File: config.mk
export PLATFORM = sky130hd
export DESIGN_NAME = xctr_round
export DESIGN_NICKNAME = d
export VERILOG_FILES = /design/src/hw/rtl/xctr_pkg.sv /design/src/hw/rtl/xctr_round.sv
export SDC_FILE = /design/constraint.sdc
export NUM_CORES = 1
export LEC_CHECK = 0
export ABC_AREA = 0
export ABC_CLOCK_PERIOD_IN_PS = 1750
export BUFFER_PORTS_ARGS = -buffer_cell sky130_fd_sc_hd__clkbuf_2
export CORE_MARGIN = 4
export CORE_UTILIZATION = 55
export CTS_BUF_LIST = sky130_fd_sc_hd__clkbuf_8
export DETAILED_ROUTE_END_ITERATION = 10
export PLACE_DENSITY_LB_ADDON = 0.3
export SYNTH_ARGS = -nofsm -noshare
export SYNTH_HDL_FRONTEND = slang
export SYNTH_SLANG_ARGS = --single-unit
export TNS_END_PERCENT = 50
File: constraint.sdc
create_clock -name clk -period 1.75 [get_ports clk]
set_input_delay 0.35 -clock clk [delete_from_list [all_inputs] [get_ports clk]]
set_output_delay 0.35 -clock clk [all_outputs]
set_load 0.02 [all_outputs]
File: src/hw/rtl/xctr_pkg.sv
// shared types, constants and round-schedule functions for the xtea ctr cipher
`timescale 1ns / 1ps

package xctr_pkg;

	// cipher geometry
	localparam int unsigned ROUND_COUNT = 32;
	localparam int unsigned HALF_COUNT  = 2 * ROUND_COUNT;
	localparam int unsigned KEY_WORDS   = 4;

	localparam logic [31:0] DELTA = 32'h9E3779B9;

	// key words after reset
	localparam logic [31:0] KEY_RESET [KEY_WORDS] = '{
		32'hA6E31F4B, 32'hC904B27D, 32'h51D8A3E9, 32'h7B2F90C5
	};

	// key word index type
	typedef logic [1:0] key_idx_t;

	// word travelling down the round pipeline: p is the half updated next
	typedef struct packed {
		logic [31:0] p;
		logic [31:0] q;
		logic [63:0] data;
		logic [3:0]  count;
	} stage_t;

	// running sum used by half round j: even halves use the sum before the
	// delta step, odd halves the sum after it
	function automatic logic [31:0] hr_sum(input int unsigned j);
		logic [31:0] r;
		r = 32'((j + 1) >> 1);
		return DELTA * r;
	endfunction

	// key word selected by half round j
	function automatic key_idx_t hr_sel(input int unsigned j);
		logic [31:0] s;
		s = hr_sum(j);
		if (j[0] == 1'b0) begin
			return s[1:0];
		end
		return s[12:11];
	endfunction

	// xtea mixing function
	function automatic logic [31:0] mix(input logic [31:0] v);
		return ((v << 4) ^ (v >> 5)) + v;
	endfunction

endpackage

File: src/hw/rtl/xctr_round.sv
// one xtea half round as a pipeline stage
`timescale 1ns / 1ps

module xctr_round (
	input  logic                clk,
	input  logic                arst_n,
	input  logic                en,
	input  logic [31:0]         rk,
	input  logic                in_vld,
	input  xctr_pkg::stage_t    in_stage,
	output logic                out_vld,
	output xctr_pkg::stage_t    out_stage
);

	logic             vld_s;
	xctr_pkg::stage_t stage_s;
	xctr_pkg::stage_t stage_d;

	// feistel half step, halves swap so the next stage updates the other one
	always_comb begin
		stage_d       = in_stage;
		stage_d.p     = in_stage.q;
		stage_d.q     = in_stage.p + (xctr_pkg::mix(in_stage.q) ^ rk);
	end

	// stage valid
	always_ff @(posedge clk or negedge arst_n) begin
		if (!arst_n) begin
			vld_s <= 1'b0;
		end else if (en) begin
			vld_s <= in_vld;
		end
	end

	// stage payload
	always_ff @(posedge clk) begin
		if (en) begin
			stage_s <= stage_d;
		end
	end

	assign out_vld   = vld_s;
	assign out_stage = stage_s;

endmodule
==> flow_summary.toml <==
[synthesis]
synth_xor_area_share_pct = 12.56
async_flop_share_pct = 0.7519
ys_seq_area_share_pct = 51.53
synth-seq-cells = 133
synth.most_common_cell = "edfxtp_1"
synthTopCellsByCount = "edfxtp_1 (132), ha_1 (69), xnor2_1 (57)"
synth_top_area_share_pct = 51.20
ys_warn_count = 0
netlist_area_um2 = 7741
synth.area.mux_share_pct = 0.1455
yosysUniqueCellTypes = 58
synth_edf_count = 132
post_synth.cell_area_avg_um2 = 12.27
synthFlopType = "edfxtp_1"
yosys.area_share.simple_pct = 8.679
synth_top_family_by_area = "compound AO/OA/AOI/OAI gates"
synthAdderAreaFrac_pct = 11.67
yosysTopAreaCell = "edfxtp_1"
synth_compound_area_share_pct = 14.24
syn_inst = 631
syn-num-nets = 870
ys_top_cells_by_area = "edfxtp_1 (51%), ha_1 (11%), xnor2_1 (6.4%), xor2_1 (6.1%), a21o_1 (3.4%)"

[setup_path]
cp.required_ps = 1940
crit_chain = "buf_8 -> xor2_2 -> ha_1 -> o21a_1 -> nor2_4 -> nor2_4 -> a221o_1 -> a41o_2 -> buf_4 -> a311oi_4 -> xnor2_2 -> ha_1 -> and2_1 -> nand4_1 -> o21ai_2 -> a211o_1 -> o211ai_1 -> nand3_1 -> a41o_1 -> a21oi_2 -> xnor2_1"
slowest_delay_ps = 400
worst_setup_path_start_kind = "input pin"
cp_slowest_cell = "a311oi_4"
cp_data_arrival_time_ps = 4540
cp_max_fo = 3
end_kind = "flop"
crit_type = "in2reg"

[die]
top_level_ports = 301
die_x_um = 126.6
num_rows = 43
dieArea_um2 = 16040
die_height_um = 126.6
core-area_um2 = 13830
start_util_pct = 55.99

[place]
portBuffers = 300
hpwl_mm = 19.74
routabilityCongestion = 0.9262

[routing]
drt-pass1-iter-count = 6
finalWirelength_mm = 29.58
viasPerCell = 5.818
drc = 0
ant_nets = 0
vias = 7901
routedWlPerCell_um = 21.78
drtIter0Drc = 583

[global_route]
use_met1_pct = 36.57
grt_pass1_wl_mm = 40.03
grt_util_all_layers_pct = 32.09
grt_pass1_vias = 7625
antenna_found_initial = 1
use_met3_pct = 7.621
overflow = 0
grt_util_met2_pct = 58.22
grt_busiest_layer = "met2"
grt_max_degree = 52

[timing]
max_slew_margin_pct = 54.56
clock_skew_ps = 0
fmax_ghz = 0.2298
setup_viol = 30
fin_ws_ps = -2602
final_hold_viol_count = 0
period_minus_slack_ps = 4352
fin_crit_sh_pct = 248.7
worst_pin_slew_ps = 674.5
drv_slew = 0
fin_tns_setup_ps = -52400
rsz0062_at_grt = "true"

[finish]
fillers = 619
final_util_pct = 87.01
layout.nets = 1404
syn_to_final_growth_pct = 55.41
register_area_um2 = 3989
drive_gt1_share_pct = 54.55
multiInputGateArea_um2 = 4126

[cts]
htreeDepth = 4
insertion_delay_ps = 430
cts_buffers = 17
clock-sinks = 133
clk_pin_slew_ps = 80
root_buffer = "clkbuf_8"
clockBufferDepth = 2
cts_tree = "done"

[job]
drv_cap = 0

[outcome]
status = "complete, but fails checks"
violations = "negative setup slack"

[power_and_ir_drop]
power.density_nw_per_um2 = 1242
power_leakage_nw = 5.734
combPwrFrac_pct = 53.9
p_seq_share_pct = 29.5
swShare_pct = 38.50
internal_power_mw = 9.190
switchingPower_mw = 5.752
power_frac_clock_pct = 16.6
vdd_ir_drop_max_uv = 544.1

[worst_hold_path]
hold_class = "in2reg"
-- power groups by stage --
stage / Combinational (mW) / Clock [mW] / Sequential (mW)
final: 8.05 / 2.49 / 4.41
after CTS: 7.23 / 2.50 / 4.41
after floorplan: 3.08 / 0 / 5.19
after detailed placement: 6.76 / 0 / 4.48
after global routing: 8.48 / 2.67 / 4.45
after global placement: 6.57 / 0 / 4.45
-- critical path, delay by kind of cell --
kind | cells | cell delay, ps
xor gates and xnor gates | 3 | 440
and+or+nand+nor | 5 | 760
buffers and inverters | 2 | 260
adders and majority gates | 2 | 580
AOI/OAI and AO/OA | 9 | 2150
-- per-layer routing --
metal,vias up,part of all wire [%]
met5,-,0
met4,0,6.3
met3,157,9.3
met2,586,50
met1,3697,34
li1,3461,-
-- placed cells by master, fill, tap and decap left out, types with 15 or more instances in the layout --
| cell | count |
|---|---|
| clkbuf_2 | 294 |
| buf_4 | 217 |
| edfxtp_1 | 132 |
| ha_1 | 64 |
| xor2_1 | 51 |
| xnor2_1 | 51 |
| a21o_1 | 35 |
| a21oi_1 | 28 |
| nand2_1 | 26 |
| nor2_1 | 22 |
| clkbuf_8 | 17 |
| inv_1 | 15 |
| a21oi_2 | 15 |
-- registers in the layout (all words and copies together) (netlist names) --
register and count:
out_stage 132, out_vld 1
-- repair_timing --
| item | CTS | global route |
|---|---|---|
| buffers inserted | 15 | 6 |
| hold endpoints to repair | 1 | 0 |
| hold buffers | 1 | 0 |
| gates resized for setup | 56 | 46 |
| pin swaps | 50 | 27 |
| setup endpoints to repair | 31 | 31 |
| cloned | 0 | 0 |
-- kinds of logic after synthesis --
kind of cell	after synthesis
buffers and inverters	22
muxes	1
and+or+nand+nor	133
AOI/OAI and AO/OA	160
xor gates and xnor gates	111
DFF	133
adders and majority gates	71
-- area by class of cell --
class,instances,area share [%]
multi-input cells,476,34.30
flip-flops and latches,133,33.16
repair buffers,522,27.10
clock buffers,17,1.945
well taps,180,1.872
clock inverters,14,1.134
inverters,15,0.4680
diodes,1,0.02080
-- worst paths after layout --
path | startpoint | end | slack [ps] | depth (start not counted)
max in group asynchronous | arst_n | out_vld | 1440 | 2
min | in_stage[11] | out_stage[11] | 90 | 1
min in group asynchronous | arst_n | out_vld | 230 | 2
max reg2reg | out_vld | out_vld | 1000 | 1
max | in_stage[81] | out_stage[96] | -2600 | 21
min reg2reg | out_vld | out_vld | 530 | 1
-- per-stage QoR --
| step | total power, mW | hold slack (ps) | setup slack, ps | cell area (um2) | instances |
|---|---|---|---|---|---|
| 3_3_place_gp | 11.02 | 126.4 | -2796 | 11030 | 1305 |
| 2_1_floorplan | 8.267 | 54.41 | -2605 | 7792 | 631 |
| 3_5_place_dp | 11.24 | 126.1 | -2919 | 11030 | 1305 |
| 4_1_cts | 14.14 | 58.78 | -2328 | 11770 | 1351 |
| 5_1_grt | 15.60 | 53.95 | -2700 | 12030 | 1358 |
| 6_report | 14.94 | 85.85 | -2602 | 12030 | 1358 |
No activity file was read; power rests on OpenSTA's default activity.
